File: src/rtl/core/tfp_pkg.sv
// Package for the transaction frame parser: field and status codes, phase type, request types.
`timescale 1ns / 1ps
`default_nettype none
package tfp_pkg;

    localparam int unsigned MAX_MESSAGE_BYTES = 1024;
    localparam int unsigned TOTAL_W = $clog2(MAX_MESSAGE_BYTES + 1);
    localparam logic [7:0] WORD_BYTES = 8'd32;

    // field codes
    localparam logic [3:0] FC_SENDER   = 4'd0;
    localparam logic [3:0] FC_FEE      = 4'd1;
    localparam logic [3:0] FC_NONCE    = 4'd2;
    localparam logic [3:0] FC_VERSION  = 4'd3;
    localparam logic [3:0] FC_CHAIN    = 4'd4;
    localparam logic [3:0] FC_TO       = 4'd5;
    localparam logic [3:0] FC_SEL_LEN  = 4'd6;
    localparam logic [3:0] FC_SELECTOR = 4'd7;
    localparam logic [3:0] FC_COUNT    = 4'd8;
    localparam logic [3:0] FC_NAME_LEN = 4'd9;
    localparam logic [3:0] FC_NAME     = 4'd10;
    localparam logic [3:0] FC_ITEM     = 4'd11;
    localparam logic [3:0] FC_EXCESS   = 4'd12;

    // status codes
    localparam logic [3:0] ST_OK           = 4'd0;
    localparam logic [3:0] ST_WRONG_LENGTH = 4'd1;
    localparam logic [3:0] ST_SENDER       = 4'd2;
    localparam logic [3:0] ST_FEE          = 4'd3;
    localparam logic [3:0] ST_NONCE        = 4'd4;
    localparam logic [3:0] ST_VERSION      = 4'd5;
    localparam logic [3:0] ST_TO           = 4'd6;
    localparam logic [3:0] ST_SEL_LEN      = 4'd7;
    localparam logic [3:0] ST_SELECTOR     = 4'd8;
    localparam logic [3:0] ST_COUNT        = 4'd9;

    // parse phases, one-hot; the six fixed fields sit on consecutive bits
    typedef enum logic [13:0] {
        PH_SENDER   = 14'b00000000000001,
        PH_FEE      = 14'b00000000000010,
        PH_NONCE    = 14'b00000000000100,
        PH_VERSION  = 14'b00000000001000,
        PH_CHAIN    = 14'b00000000010000,
        PH_TO       = 14'b00000000100000,
        PH_SEL_LEN  = 14'b00000001000000,
        PH_SELECTOR = 14'b00000010000000,
        PH_COUNT    = 14'b00000100000000,
        PH_NAME_LEN = 14'b00001000000000,
        PH_NAME     = 14'b00010000000000,
        PH_ITEM     = 14'b00100000000000,
        PH_COMPLETE = 14'b01000000000000,
        PH_EXCESS   = 14'b10000000000000
    } phase_t;

    typedef struct packed {
        logic [7:0] data_byte;
        logic       last;
    } in_req_t;

    typedef struct packed {
        logic [3:0] field_code;
        logic [7:0] byte_in_field;
        logic [7:0] entry_number;
        logic [7:0] echo_byte;
        logic       message_done;
        logic [3:0] status;
    } out_req_t;

endpackage
`default_nettype wire

File: src/rtl/core/tfp_in_stage.sv
// Input register of the transaction frame parser.
`timescale 1ns / 1ps
`default_nettype none
module tfp_in_stage
    import tfp_pkg::*;
(
    input  wire logic    clk,
    input  wire logic    rst_n,
    input  wire logic    load,
    input  wire in_req_t load_req,
    input  wire logic    advance,
    output logic         stage_valid,
    output in_req_t      stage_req
);

    logic    valid_reg;
    logic    valid_next;
    in_req_t req_reg;

    always_comb
    begin
        valid_next = valid_reg;
        if (load)
        begin
            valid_next = 1'b1;
        end
        else if (advance)
        begin
            valid_next = 1'b0;
        end
    end

    always_ff @(posedge clk or negedge rst_n)
    begin
        if (!rst_n)
        begin
            valid_reg <= 1'b0;
        end
        else
        begin
            valid_reg <= valid_next;
        end
    end

    always_ff @(posedge clk)
    begin
        if (load)
        begin
            req_reg <= load_req;
        end
    end

    assign stage_valid = valid_reg;
    assign stage_req   = req_reg;

endmodule
`default_nettype wire

File: src/rtl/core/tfp_parser.sv
// Parse state and per-byte tagging logic of the transaction frame parser.
`timescale 1ns / 1ps
`default_nettype none
module tfp_parser
    import tfp_pkg::*;
(
    input  wire logic    clk,
    input  wire logic    rst_n,
    input  wire logic    step,
    input  wire in_req_t req,
    output out_req_t     res
);

    phase_t               phase_reg;
    phase_t               phase_next;
    logic [7:0]           cnt_reg;
    logic [7:0]           cnt_next;
    logic [7:0]           cnt_inc;
    logic [7:0]           len_reg;
    logic [7:0]           len_next;
    logic [7:0]           left_reg;
    logic [7:0]           left_next;
    logic [7:0]           left_dec;
    logic [7:0]           idx_reg;
    logic [7:0]           idx_next;
    logic [TOTAL_W-1:0]   total_reg;
    logic [TOTAL_W-1:0]   total_next;
    logic                 over_reg;
    logic                 over_next;
    logic                 total_sat;
    logic [3:0]           field_code;
    logic [3:0]           trunc_status;

    assign cnt_inc   = cnt_reg + 8'd1;
    assign left_dec  = left_reg - 8'd1;
    assign total_sat = (total_reg >= TOTAL_W'(MAX_MESSAGE_BYTES));
    assign total_next = total_sat ? total_reg : total_reg + TOTAL_W'(1);
    assign over_next  = over_reg | total_sat;

    always_comb
    begin
        phase_next = phase_reg;
        cnt_next   = cnt_reg;
        len_next   = len_reg;
        left_next  = left_reg;
        idx_next   = idx_reg;
        unique case (phase_reg) inside
            PH_SENDER, PH_FEE, PH_NONCE, PH_VERSION, PH_CHAIN, PH_TO:
            begin
                cnt_next = cnt_inc;
                if (cnt_inc >= WORD_BYTES)
                begin
                    cnt_next   = '0;
                    phase_next = phase_t'(phase_reg << 1);
                end
            end
            PH_SEL_LEN:
            begin
                len_next   = req.data_byte;
                cnt_next   = '0;
                phase_next = (req.data_byte != 8'd0) ? PH_SELECTOR : PH_COUNT;
            end
            PH_SELECTOR:
            begin
                cnt_next = cnt_inc;
                if (cnt_inc >= len_reg)
                begin
                    cnt_next   = '0;
                    phase_next = PH_COUNT;
                end
            end
            PH_COUNT:
            begin
                left_next  = req.data_byte;
                idx_next   = '0;
                cnt_next   = '0;
                phase_next = (req.data_byte != 8'd0) ? PH_NAME_LEN : PH_COMPLETE;
            end
            PH_NAME_LEN:
            begin
                len_next   = req.data_byte;
                cnt_next   = '0;
                phase_next = (req.data_byte != 8'd0) ? PH_NAME : PH_ITEM;
            end
            PH_NAME:
            begin
                cnt_next = cnt_inc;
                if (cnt_inc >= len_reg)
                begin
                    cnt_next   = '0;
                    phase_next = PH_ITEM;
                end
            end
            PH_ITEM:
            begin
                cnt_next = cnt_inc;
                if (cnt_inc >= WORD_BYTES)
                begin
                    cnt_next   = '0;
                    left_next  = left_dec;
                    idx_next   = idx_reg + 8'd1;
                    phase_next = (left_dec != 8'd0) ? PH_NAME_LEN : PH_COMPLETE;
                end
            end
            PH_COMPLETE:
            begin
                cnt_next   = 8'd1;
                phase_next = PH_EXCESS;
            end
            PH_EXCESS:
            begin
                if (cnt_reg != 8'hFF)
                begin
                    cnt_next = cnt_inc;
                end
            end
            default:
            begin
                phase_next = PH_EXCESS;
            end
        endcase
    end

    // tag of the current byte
    always_comb
    begin
        unique case (phase_reg)
            PH_SENDER:   field_code = FC_SENDER;
            PH_FEE:      field_code = FC_FEE;
            PH_NONCE:    field_code = FC_NONCE;
            PH_VERSION:  field_code = FC_VERSION;
            PH_CHAIN:    field_code = FC_CHAIN;
            PH_TO:       field_code = FC_TO;
            PH_SEL_LEN:  field_code = FC_SEL_LEN;
            PH_SELECTOR: field_code = FC_SELECTOR;
            PH_COUNT:    field_code = FC_COUNT;
            PH_NAME_LEN: field_code = FC_NAME_LEN;
            PH_NAME:     field_code = FC_NAME;
            PH_ITEM:     field_code = FC_ITEM;
            default:     field_code = FC_EXCESS;
        endcase
    end

    // status if the message ends in the phase now open; chain reuses version
    always_comb
    begin
        unique case (phase_next)
            PH_SENDER:   trunc_status = ST_SENDER;
            PH_FEE:      trunc_status = ST_FEE;
            PH_NONCE:    trunc_status = ST_NONCE;
            PH_VERSION:  trunc_status = ST_VERSION;
            PH_CHAIN:    trunc_status = ST_VERSION;
            PH_TO:       trunc_status = ST_TO;
            PH_SEL_LEN:  trunc_status = ST_SEL_LEN;
            PH_SELECTOR: trunc_status = ST_SELECTOR;
            PH_COUNT:    trunc_status = ST_COUNT;
            PH_COMPLETE: trunc_status = ST_OK;
            default:     trunc_status = ST_WRONG_LENGTH;
        endcase
    end

    always_comb
    begin
        res.field_code    = field_code;
        res.byte_in_field = (phase_reg == PH_COMPLETE) ? 8'd0 : cnt_reg;
        res.entry_number  = (phase_reg == PH_NAME_LEN || phase_reg == PH_NAME ||
                             phase_reg == PH_ITEM) ? idx_reg : 8'd0;
        res.echo_byte     = req.data_byte;
        res.message_done  = req.last;
        res.status        = !req.last ? ST_OK :
                            (over_next ? ST_WRONG_LENGTH : trunc_status);
    end

    always_ff @(posedge clk or negedge rst_n)
    begin
        if (!rst_n)
        begin
            phase_reg <= PH_SENDER;
            cnt_reg   <= '0;
            len_reg   <= '0;
            left_reg  <= '0;
            idx_reg   <= '0;
            total_reg <= '0;
            over_reg  <= 1'b0;
        end
        else if (step)
        begin
            if (req.last)
            begin
                phase_reg <= PH_SENDER;
                cnt_reg   <= '0;
                len_reg   <= '0;
                left_reg  <= '0;
                idx_reg   <= '0;
                total_reg <= '0;
                over_reg  <= 1'b0;
            end
            else
            begin
                phase_reg <= phase_next;
                cnt_reg   <= cnt_next;
                len_reg   <= len_next;
                left_reg  <= left_next;
                idx_reg   <= idx_next;
                total_reg <= total_next;
                over_reg  <= over_next;
            end
        end
    end

endmodule
`default_nettype wire

File: src/rtl/core/tfp_out_stage.sv
// Result register of the transaction frame parser.
`timescale 1ns / 1ps
`default_nettype none
module tfp_out_stage
    import tfp_pkg::*;
(
    input  wire logic     clk,
    input  wire logic     rst_n,
    input  wire logic     load,
    input  wire out_req_t load_res,
    input  wire logic     stall,
    output logic          ready,
    output logic          out_valid,
    output out_req_t      out_res
);

    logic     valid_reg;
    out_req_t res_reg;

    // free when empty or when the held result leaves this edge
    assign ready = !valid_reg || !stall;

    always_ff @(posedge clk or negedge rst_n)
    begin
        if (!rst_n)
        begin
            valid_reg <= 1'b0;
        end
        else if (ready)
        begin
            valid_reg <= load;
        end
    end

    always_ff @(posedge clk)
    begin
        if (load && ready)
        begin
            res_reg <= load_res;
        end
    end

    assign out_valid = valid_reg;
    assign out_res   = res_reg;

endmodule
`default_nettype wire

File: src/rtl/core/transaction_frame_parser.sv
// Top level of the transaction frame parser: byte tagger and frame checker.
//
// Input channel: in_valid / in_stall carry one request per byte (data_byte, last).
// Output channel: out_valid / out_stall carry one tagged request per input byte:
// field_code, byte_in_field, entry_number, echo_byte, message_done, status.
// status is meaningful only with message_done and is zero otherwise.
// A request moves on a rising edge with valid high and stall low.
//
// Path from input accept to out_valid: the input register, then the parse logic
// feeding the result register. Throughput: one byte per cycle while the receiver
// does not stall; the parse state is a small phase machine plus byte and entry
// counters that update once per byte. When the receiver stalls, the held result
// stays put; at most one more byte is still taken into the input register, after
// which in_stall rises until the result register frees up.
// Reset (rst_n low, asynchronous) empties both registers and puts the parser
// in the sender phase with all counters at zero. After the last byte of a
// message the parser returns to that same state by itself.
`timescale 1ns / 1ps
`default_nettype none
module transaction_frame_parser
    import tfp_pkg::*;
(
    input  wire logic       clk,
    input  wire logic       rst_n,
    input  wire logic       in_valid,
    output logic            in_stall,
    input  wire logic [7:0] data_byte,
    input  wire logic       last,
    output logic            out_valid,
    input  wire logic       out_stall,
    output logic [3:0]      field_code,
    output logic [7:0]      byte_in_field,
    output logic [7:0]      entry_number,
    output logic [7:0]      echo_byte,
    output logic            message_done,
    output logic [3:0]      status
);

    in_req_t  in_req;
    in_req_t  stage_req;
    logic     stage_valid;
    logic     out_ready;
    logic     advance;
    logic     in_load;
    out_req_t parse_res;
    out_req_t out_res;

    assign in_req.data_byte = data_byte;
    assign in_req.last      = last;

    // a byte leaves the input register when the result register can take it
    assign advance  = stage_valid && out_ready;
    assign in_stall = stage_valid && !out_ready;
    assign in_load  = in_valid && !in_stall;

    tfp_in_stage u_in_stage (
        .clk         (clk),
        .rst_n       (rst_n),
        .load        (in_load),
        .load_req    (in_req),
        .advance     (advance),
        .stage_valid (stage_valid),
        .stage_req   (stage_req)
    );

    // parser state steps exactly once per byte handed to the result register
    tfp_parser u_parser (
        .clk   (clk),
        .rst_n (rst_n),
        .step  (advance),
        .req   (stage_req),
        .res   (parse_res)
    );

    tfp_out_stage u_out_stage (
        .clk       (clk),
        .rst_n     (rst_n),
        .load      (stage_valid),
        .load_res  (parse_res),
        .stall     (out_stall),
        .ready     (out_ready),
        .out_valid (out_valid),
        .out_res   (out_res)
    );

    assign field_code    = out_res.field_code;
    assign byte_in_field = out_res.byte_in_field;
    assign entry_number  = out_res.entry_number;
    assign echo_byte     = out_res.echo_byte;
    assign message_done  = out_res.message_done;
    assign status        = out_res.status;

    // status only reported on the last byte
    a_status_only_done: assert property (@(posedge clk) disable iff (!rst_n)
        out_valid && !message_done |-> status == ST_OK)
        else $error("status set on a byte that is not last");

    // entry index shows only inside the entry list
    a_entry_scope: assert property (@(posedge clk) disable iff (!rst_n)
        out_valid && field_code != FC_NAME_LEN && field_code != FC_NAME &&
        field_code != FC_ITEM |-> entry_number == 8'd0)
        else $error("entry number outside entry fields");

    // a byte moved to the result register shows up there next cycle unchanged
    a_byte_passes: assert property (@(posedge clk) disable iff (!rst_n)
        advance |=> out_valid && echo_byte == $past(stage_req.data_byte) &&
        message_done == $past(stage_req.last))
        else $error("result register lost or altered a byte");

    // a valid result is never dropped while stalled
    a_no_drop: assert property (@(posedge clk) disable iff (!rst_n)
        out_valid && out_stall |=> out_valid)
        else $error("stalled result dropped");

endmodule
`default_nettype wire

File: config.mk
export PLATFORM = sky130hd
export DESIGN_NAME = transaction_frame_parser
export DESIGN_NICKNAME = d
export VERILOG_FILES = /design/src/rtl/core/tfp_pkg.sv /design/src/rtl/core/tfp_in_stage.sv /design/src/rtl/core/tfp_parser.sv /design/src/rtl/core/tfp_out_stage.sv /design/src/rtl/core/transaction_frame_parser.sv
export SDC_FILE = /design/constraint.sdc
export NUM_CORES = 1
export LEC_CHECK = 0
export BUFFER_PORTS_ARGS = -buffer_cell sky130_fd_sc_hd__buf_2
export CAP_MARGIN = 10
export CORE_ASPECT_RATIO = 0.8
export CORE_MARGIN = 2
export CORE_UTILIZATION = 55
export DETAILED_ROUTE_END_ITERATION = 8
export PLACE_DENSITY = 0.82
export SYNTH_ARGS = -nofsm -noshare
export SYNTH_HDL_FRONTEND = slang
export SYNTH_HIERARCHICAL = 1
export SYNTH_SLANG_ARGS = --single-unit
File: constraint.sdc
create_clock -name clk -period 3.8 [get_ports clk]
set_input_delay 0.38 -clock clk [delete_from_list [all_inputs] [get_ports clk]]
set_output_delay 0.38 -clock clk [all_outputs]
set_load 0.05 [all_outputs]
==> results of run 1 <==
## worst paths after layout
kind                                                 endpoint                             from  cells after the start
max                          u_out_stage/out_res[0]$_DFFE_PP_  u_parser/cnt_reg[0]$_DFFE_PN0P_                     11
min                         u_parser/total_reg[2]$_DFFE_PN0P_                            rst_n                      1
max reg2reg                  u_out_stage/out_res[0]$_DFFE_PP_  u_parser/cnt_reg[0]$_DFFE_PN0P_                     11
min reg2reg                   u_parser/idx_reg[6]$_DFFE_PN0P_  u_parser/idx_reg[6]$_DFFE_PN0P_                      1
max in group asynchronous  u_parser/phase_reg[13]$_DFFE_PN0P_                            rst_n                      2
min in group clk            u_in_stage/stage_req[2]$_DFFE_PP_                     data_byte[1]                      1
## worst max-delay path: cells and delay by family (launching register included)
kind                     cells  cell delay (ns)
adder cells (fa/ha/maj)      2             0.55
flip-flops                   1             0.46
XOR/XNOR                     1             0.21
AO/OA/AOI/OAI                4             1.26
AND/OR/NAND/NOR              4             0.67
## synth_stat cells, types with 3 or more instances
cell type and count:
nor3_2 3, nor4_4 3, nor3_1 18, a21oi_1 21
and3_1 19, a22o_1 13, a31oi_1 6, inv_1 21
nor4_1 10, a22oi_1 4, nor2_1 44, dfrtp_1 59
o22ai_1 3, mux2i_1 3, a21o_1 6, o211ai_1 3
nand3_1 19, buf_4 9, o31ai_1 3, nand2b_1 5
xor2_1 11, xnor2_1 11, nor3b_1 3, clkbuf_1 8
nand2_1 36, and2_1 10, o21ai_0 29, buf_2 3
nand4_1 10, edfxtp_1 42, ha_1 12, clkbuf_8 3
buf_6 8, or3_1 4, o2bb2ai_1 8, o21ai_1 8
## power breakdown
part / switching [mW] / internal, mW
Combinational: 1.05 / 0.381
Clock: 0.417 / 0.532
Sequential: 0.144 / 1.36
## area by class of cell
| type | count | area [um2] | share of cell area, % |
|---|---|---|---|
| clock buffer | 10 | 239 | 3.88 |
| multi-input combinational | 382 | 2550 | 41.3 |
| timing repair buffer | 52 | 293 | 4.75 |
| clock inverter | 6 | 66.3 | 1.08 |
| sequential | 102 | 2760 | 44.8 |
| tap | 140 | 175 | 2.84 |
| inverter | 21 | 78.8 | 1.28 |
## cells by family (layout without fill, tap and decap cells)
group	after synthesis	after routing	share of synthesized area (%)
multiplexers	3	3	0.533
AO/OA/AOI/OAI	135	135	17.1
buffers and inverters	54	89	5.92
flip-flops	102	102	49.0
AND/OR/NAND/NOR	210	210	21.4
adder cells (fa/ha/maj)	12	12	2.66
XOR/XNOR	22	22	3.42
## stage by stage
| stage | instance area, um2 | hold slack (ns) | std cells |
|---|---|---|---|
| after floorplan | 5640 | 0.0844 | 538 |
| after global routing | 6160 | 0.188 | 713 |
| after CTS | 6140 | 0.152 | 712 |
| final | 6160 | 0.129 | 713 |
| after global placement | 5830 | 0.494 | 696 |
| after detailed placement | 5830 | 0.495 | 696 |
## layer usage
metal,vias up,routed length [um]
li1,2067,-
met1,2159,6030
met2,221,6040
met3,23,997
met4,0,155
met5,-,0
==> flow_metrics.py, run 1 <==
metrics = {
    "outcome": {
        "outcome": "completed",
    },
    "setup_path": {
        "crit_path_start_kind": "flop",
        "criticalPathCategory": "flop to flop",
        "worst-r2r-setup-slack_ns": 0.39,
        "crit_required_ns": 3.90,
        "arrival_ns": 3.51,
        "slowest_stage": "a221oi_1",
        "cp_max_fo": 12,
        "cp_cell_sequence": "ha_1 > and2_1 > nand2_1 > xnor2_1 > ha_1 > a21o_1 > a221oi_1 > o2111ai_4 > nand3_2 > nand2_2 > a211o_1",
        "path_common_cell": "ha_1",
        "max_stage_delay_ns": 0.54,
        "endpoint_kind": "flop",
    },
    "yosys": {
        "syn_nets": 563,
        "postSynthCellCount": 538,
        "synth_top_area_share_pct": 26.2,
        "syn_area_per_cell_um2": 10.5,
        "syn-cell-area_mm2": 0.00564,
        "synth_enable_flop_cells": 42,
        "yosys_register_bits": 102,
        "yosysWarnings": 6,
        "synth_top_area_cell": "dfrtp_1",
        "synth.yosys.seq_area_share_pct": 49.0,
        "synth_cell_types": 87,
        "async_flop_share_pct": 58.8,
        "synth_area_leaders": "dfrtp_1, edfxtp_1, nor2_1",
        "ys.flop_type": "dfrtp_1",
    },
    "placement": {
        "pre_cts_slack_ns": 0.467,
        "dp_hpwl_um": 9150,
        "portBuffers": 47,
        "gp_congestion": 0.999,
    },
    "detailed_routing": {
        "route.detailed.drc": 0,
        "dr_total_vias": 4470,
        "drt-initial-drc-count": 418,
        "wl_um": 13200,
        "wire_per_inst_um": 18.5,
        "first_pass_iters": 8,
        "via_per_inst": 6.27,
        "ant_nets": 0,
    },
    "finish": {
        "final_common_cell": "dfrtp_1",
        "antenna_cells": 0,
        "final_nets": 593,
        "area_growth_syn_to_layout_pct": 9.32,
        "drive_above_1_share_pct": 17.3,
        "largest_reg_flops": 33,
        "fillers": 836,
        "postLayoutCoreUtil_pct": 60.9,
        "layout_common_cells": "dfrtp_1, buf_2, nor2_1",
    },
    "grt": {
        "grtUsageMet2_pct": 38.5,
        "grt_antenna_before_repair": 0,
        "grt_max_degree": 36,
        "globalRouteTotalUtil_pct": 26.0,
        "grtUsageMet3_pct": 6.55,
        "grt_use_met1_pct": 37.9,
        "overflow": 0,
        "grt_pass1_wl_um": 22000,
        "grt_pass1_vias": 4200,
        "grt-busiest-layer": "met2",
    },
    "min_path": {
        "min_path_type": "input port to async pin",
    },
    "timing": {
        "timing.final.crit_share_pct": 89.7,
        "clock.fmax_mhz": 293,
        "hold_violations": 0,
        "rsz0062_at_grt": "no",
        "fin_tns_setup_ns": 0,
        "fin_crit_ns": 3.41,
        "slew_violations": 0,
        "final.setup_skew_ns": 0.00939,
        "setup_ws_ns": 0.392,
        "maxSlewHeadroom_pct": 42.9,
        "worst_pin_slew_ns": 0.847,
        "finalSetupViolations": 0,
    },
    "clock_tree": {
        "clock_path_buffers": 2,
        "clockRootBuffer": "clkbuf_16",
        "clk_latency_ns": 0.35,
        "cts_tree": "done",
        "cts_setup_buffers": 0,
        "ctsHoldBuffers": 0,
        "htreeDepth": 3,
        "clk_pin_slew_ns": 0.07,
        "cts_sinks": 102,
        "cts-resized-gates": 0,
        "cts_buffers": 9,
    },
    "power_and_ir_drop": {
        "p_leak_nw": 2.62,
        "p_total_mw": 3.88,
        "p_per_area_mw_per_mm2": 630,
        "peakVddDrop_mv": 0.479,
    },
    "floorplanning": {
        "dieArea_mm2": 0.0111,
        "io_pins": 48,
        "die_h_um": 94.6,
        "start_util_pct": 55.7,
        "num_rows": 33,
        "core_mm2": 0.0101,
        "die_w_um": 117,
    },
    "run": {
        "maxCapViolations": 0,
    },
}
Note: power is estimated with default switching activity, not from simulation.
==> inputs of run 2 (changes only) <==
HOLD_SLACK_MARGIN = 0.15   (was default)
REMOVE_ABC_BUFFERS = 1   (was default)
==> flow_metrics.py, run 2 (same netlist as run 1, synthesis figures left out) <==
metrics = {
    "finish": {
        "layout_common_cells": "dfrtp_1, buf_2, nor2_1",
        "final_nets": 591,
        "postLayoutCoreUtil_pct": 60.7,
        "antenna_cells": 0,
        "largest_reg_flops": 33,
        "final_common_cell": "dfrtp_1",
        "stdcell_area_mm2": 0.00614,
        "drive_above_1_share_pct": 17.2,
        "area_growth_syn_to_layout_pct": 8.81,
        "layoutNonFillerInstCount": 711,
    },
    "detailed_routing": {
        "drt-initial-drc-count": 295,
        "dr_total_vias": 4397,
        "wl_um": 12900,
        "via_per_inst": 6.18,
        "wire_per_inst_um": 18.1,
        "route.detailed.drc": 0,
        "ant_nets": 0,
        "first_pass_iters": 4,
    },
    "floorplanning": {
        "dieArea_mm2": 0.0111,
        "start_util_pct": 55.7,
        "die_w_um": 117,
        "core_mm2": 0.0101,
        "io_pins": 48,
        "num_rows": 33,
        "die_h_um": 94.6,
    },
    "min_path": {
        "min_path_type": "input port to async pin",
    },
    "setup_path": {
        "path_common_cell": "ha_1",
        "r2r-end": "u_out_stage/out_res[0]$_DFFE_PP_",
        "r2r_start": "u_parser/cnt_reg[0]$_DFFE_PN0P_",
        "arrival_ns": 3.52,
        "worst-r2r-setup-slack_ns": 0.38,
        "rr_worst_depth": 11,
        "crit_path_start_kind": "flop",
        "slowest_stage": "a221oi_1",
        "endpoint_kind": "flop",
        "max_stage_delay_ns": 0.53,
        "criticalPathCategory": "flop to flop",
        "cp_cell_sequence": "ha_1 > and2_1 > nand2_1 > xnor2_1 > ha_1 > a21o_1 > a221oi_1 > o2111ai_4 > nand3_2 > nand2_2 > a211o_1",
        "crit_required_ns": 3.90,
        "cp_max_fo": 12,
    },
    "grt": {
        "grt-busiest-layer": "met2",
        "grt_pass1_wl_um": 21200,
        "grtUsageMet3_pct": 7.45,
        "globalRouteTotalUtil_pct": 25.0,
        "grtUsageMet2_pct": 37.4,
        "grt_use_met1_pct": 35.0,
        "overflow": 0,
        "grt_pass1_vias": 4171,
        "grt_max_degree": 39,
        "grt_antenna_before_repair": 0,
    },
    "clock_tree": {
        "ctsHoldBuffers": 0,
        "clock_path_buffers": 2,
        "htreeDepth": 3,
        "cts_setup_buffers": 0,
        "cts_tree": "done",
        "clockRootBuffer": "clkbuf_16",
        "clk_pin_slew_ns": 0.07,
        "cts-resized-gates": 0,
        "clk_latency_ns": 0.35,
        "cts_sinks": 102,
        "cts_buffers": 9,
    },
    "outcome": {
        "outcome": "completed",
    },
    "timing": {
        "timing.hold.ws_ns": 0.146,
        "timing.final.crit_share_pct": 90.0,
        "fin_crit_ns": 3.42,
        "clock.fmax_mhz": 292,
        "maxSlewHeadroom_pct": 23.2,
        "fin_tns_setup_ns": 0,
        "final.setup_skew_ns": 0.00801,
        "setup_ws_ns": 0.381,
        "worst_pin_slew_ns": 1.15,
        "slew_violations": 0,
        "finalSetupViolations": 0,
        "rsz0062_at_grt": "no",
        "hold_violations": 0,
    },
    "placement": {
        "pre_cts_slack_ns": 0.469,
        "gp_congestion": 0.972,
        "place_area_mm2": 0.00582,
        "dp.cells": 695,
        "portBuffers": 47,
        "dp_hpwl_um": 9020,
    },
    "power_and_ir_drop": {
        "p_per_area_mw_per_mm2": 629,
        "peakVddDrop_mv": 0.564,
        "p_total_mw": 3.86,
        "p_leak_nw": 2.61,
    },
    "run": {
        "maxCapViolations": 0,
    },
}
-- run 2: cell count changes in the layout (fill, tap and decap cells not counted), sizes merged --
cell | previous run | this run
inv | 23 | 25
clkbuf | 10 | 9
buf | 52 | 50
clkinv | 2 | 1
-- run 2: metal layers --
metal	share of wire, %	vias up	wire, um
met5	0	-	0
met4	1.6	0	209
met3	7.5	23	972
met2	45	168	5850
met1	45	2150	5860
li1	-	2056	-
-- run 2: cell type report --
type | count | area (um2)
clock inverters | 7 | 86.3
well taps | 140 | 175
repair buffers | 50 | 258
flip-flops and latches | 102 | 2760
multi-input cells | 382 | 2550
clock buffers | 9 | 225
fillers | 830 | 3980
inverters | 21 | 78.8
-- run 2: power breakdown --
part	switching, mW	total, mW	internal [mW]
Clock	0.439	0.965	0.526
Combinational	1.03	1.39	0.359
Sequential	0.143	1.50	1.36
Total	1.61	3.86	2.25
-- run 2: how the worst max path moves through the flow --
stage / from / end / slack (ns) / cells past startpoint
finish: u_parser/cnt_reg[0]$_DFFE_PN0P_ / u_out_stage/out_res[0]$_DFFE_PP_ / 0.38 / 11
global route: u_parser/cnt_reg[0]$_DFFE_PN0P_ / u_out_stage/out_res[0]$_DFFE_PP_ / 0.12 / 11
CTS: u_parser/cnt_reg[0]$_DFFE_PN0P_ / u_out_stage/out_res[0]$_DFFE_PP_ / 0.44 / 11
detailed placement: u_parser/cnt_reg[0]$_DFFE_PN0P_ / u_out_stage/out_res[0]$_DFFE_PP_ / 0.47 / 11
global placement: u_parser/cnt_reg[0]$_DFFE_PN0P_ / u_out_stage/out_res[0]$_DFFE_PP_ / 0.59 / 11
floorplan: u_parser/cnt_reg[0]$_DFFE_PN0P_ / u_out_stage/out_res[0]$_DFFE_PP_ / 0.82 / 11
-- run 2: worst max-delay path: cells and delay by family (launching register included) --
family          cells  cell delay (ns)
compound gates      4             1.25
simple gates        4             0.66
fa+ha+maj           2             0.58
flops               1             0.47
xor+xnor            1             0.21
==> inputs of run 3 (changes only) <==
CORE_ASPECT_RATIO = default   (was 0.8)
==> flow_metrics.py, run 3 (same netlist as run 1, synthesis figures left out) <==
metrics = {
    "outcome": {
        "outcome": "completed",
    },
    "finish": {
        "postLayoutCoreUtil_pct": 62.2,
        "layoutNonFillerInstCount": 718,
        "multiInputGateArea_mm2": 0.00255,
        "fillers": 820,
        "layout_common_cells": "dfrtp_1, buf_2, nor2_1",
        "antenna_cells": 0,
        "area_growth_syn_to_layout_pct": 8.79,
        "final_nets": 605,
        "final_common_cell": "dfrtp_1",
        "largest_reg_flops": 33,
        "drive_above_1_share_pct": 17.6,
        "seq_area_mm2": 0.00276,
    },
    "clock_tree": {
        "clock_path_buffers": 2,
        "cts_sinks": 102,
        "clk_latency_ns": 0.38,
        "htreeDepth": 3,
        "cts_tree": "done",
        "cts_buffers": 9,
        "cts-resized-gates": 0,
        "clockRootBuffer": "clkbuf_8",
        "clk_pin_slew_ns": 0.10,
    },
    "timing": {
        "slew_violations": 0,
        "fin_crit_ns": 3.45,
        "finalSetupViolations": 0,
        "worst_pin_slew_ns": 1.24,
        "fin_tns_setup_ns": 0,
        "rsz0062_at_grt": "no",
        "timing.final.crit_share_pct": 90.8,
        "hold_violations": 0,
        "maxSlewHeadroom_pct": 17.1,
        "clock.fmax_mhz": 290,
        "setup_ws_ns": 0.351,
        "final.setup_skew_ns": 0.0136,
    },
    "setup_path": {
        "r2r_start": "u_parser/cnt_reg[0]$_DFFE_PN0P_",
        "cp_max_fo": 12,
        "r2r-end": "u_out_stage/out_res[0]$_DFFE_PP_",
        "worst-r2r-setup-slack_ns": 0.35,
        "rr_worst_depth": 11,
        "criticalPathCategory": "flop to flop",
        "crit_path_start_kind": "flop",
        "arrival_ns": 3.59,
        "endpoint_kind": "flop",
        "crit_required_ns": 3.95,
    },
    "floorplanning": {
        "core_mm2": 0.00986,
        "die_h_um": 105,
        "num_rows": 36,
        "die_w_um": 105,
        "io_pins": 48,
        "dieArea_mm2": 0.0111,
        "start_util_pct": 57.2,
    },
    "placement": {
        "gp_congestion": 0.952,
        "dp_hpwl_um": 9270,
        "dp.cells": 693,
        "portBuffers": 47,
        "pre_cts_slack_ns": 0.427,
    },
    "detailed_routing": {
        "ant_nets": 0,
        "wl_um": 13200,
        "route.detailed.drc": 0,
        "first_pass_iters": 5,
        "wire_per_inst_um": 18.4,
        "dr_total_vias": 4446,
        "via_per_inst": 6.19,
        "drt-initial-drc-count": 293,
    },
    "grt": {
        "grt_antenna_before_repair": 0,
        "grt_max_degree": 39,
        "grt_pass1_wl_um": 21900,
        "grt_pass1_vias": 4422,
        "overflow": 0,
        "globalRouteTotalUtil_pct": 25.2,
    },
    "min_path": {
        "hold_depth": 1,
        "holdPathEnd": "u_in_stage/stage_req[5]$_DFFE_PP_",
        "min_path_type": "input port to flop",
        "hold_path_startpoint": "data_byte[4]",
    },
    "power_and_ir_drop": {
        "p_per_area_mw_per_mm2": 585,
        "peakVddDrop_mv": 0.352,
        "p_leak_nw": 2.62,
    },
    "run": {
        "maxCapViolations": 0,
    },
}
## run 3: cell type report
cell class,instances,share of cell area (%)
Clock buffer,10,2.24
Multi-Input combinational cell,382,41.5
Sequential cell,102,45.1
Inverter,21,1.28
Timing Repair Buffer,64,6.28
Tap cell,133,2.71
Clock inverter,6,0.877
## run 3: stage by stage
stage / power [mW] / cell area (um2) / hold WS (ns)
final: 3.59 / 6130 / 0.174
after global routing: 3.78 / 6130 / 0.157
after CTS: 3.60 / 6080 / 0.150
after detailed placement: 2.93 / 5850 / 0.497
after global placement: 2.89 / 5850 / 0.493
after floorplan: 2.53 / 5380 / 0.0844
## run 3: repair_timing
action,4_1_cts,5_1_grt
endpoints found under the hold margin,34,5
buffers inserted,0,0
hold buffers,4,5
## run 3: worst max-delay path by stage
stage	startpoint	slack, ns	depth (start not counted)	end
floorplan	u_parser/cnt_reg[0]$_DFFE_PN0P_	0.82	11	u_out_stage/out_res[0]$_DFFE_PP_
global placement	u_parser/cnt_reg[0]$_DFFE_PN0P_	0.54	11	u_out_stage/out_res[0]$_DFFE_PP_
detailed placement	u_parser/cnt_reg[0]$_DFFE_PN0P_	0.43	11	u_out_stage/out_res[0]$_DFFE_PP_
CTS	u_parser/cnt_reg[0]$_DFFE_PN0P_	0.38	11	u_out_stage/out_res[0]$_DFFE_PP_
global route	u_parser/cnt_reg[0]$_DFFE_PN0P_	0.10	11	u_out_stage/out_res[0]$_DFFE_PP_
finish	u_parser/cnt_reg[0]$_DFFE_PN0P_	0.35	11	u_out_stage/out_res[0]$_DFFE_PP_
## run 3: critical path, stage by stage (launching register included)
cell and delay [ns]:
dfrtp_1 0.47, ha_1 0.28, and2_1 0.24, nand2_1 0.10, xnor2_1 0.21, ha_1 0.28, a21o_1 0.18, a221oi_1 0.55
o2111ai_4 0.25, nand3_2 0.28, nand2_2 0.09, a211o_1 0.30
## run 3: metal layers
metal / GRT usage (%) / routed length, um / part of all wire (%) / vias up
met1: 31.3 / 5560 / 42 / 2179
met2: 42.7 / 6530 / 49 / 170
met5: 0 / 0 / 0 / -
met4: 8.95 / 299 / 2.3 / 0
li1: - / - / - / 2074
met3: 6.31 / 840 / 6.4 / 23
## run 3: power by group
group / internal [mW] / switching, mW
combinational: 0.384 / 1.05
clock: 0.269 / 0.395
sequential: 1.36 / 0.133
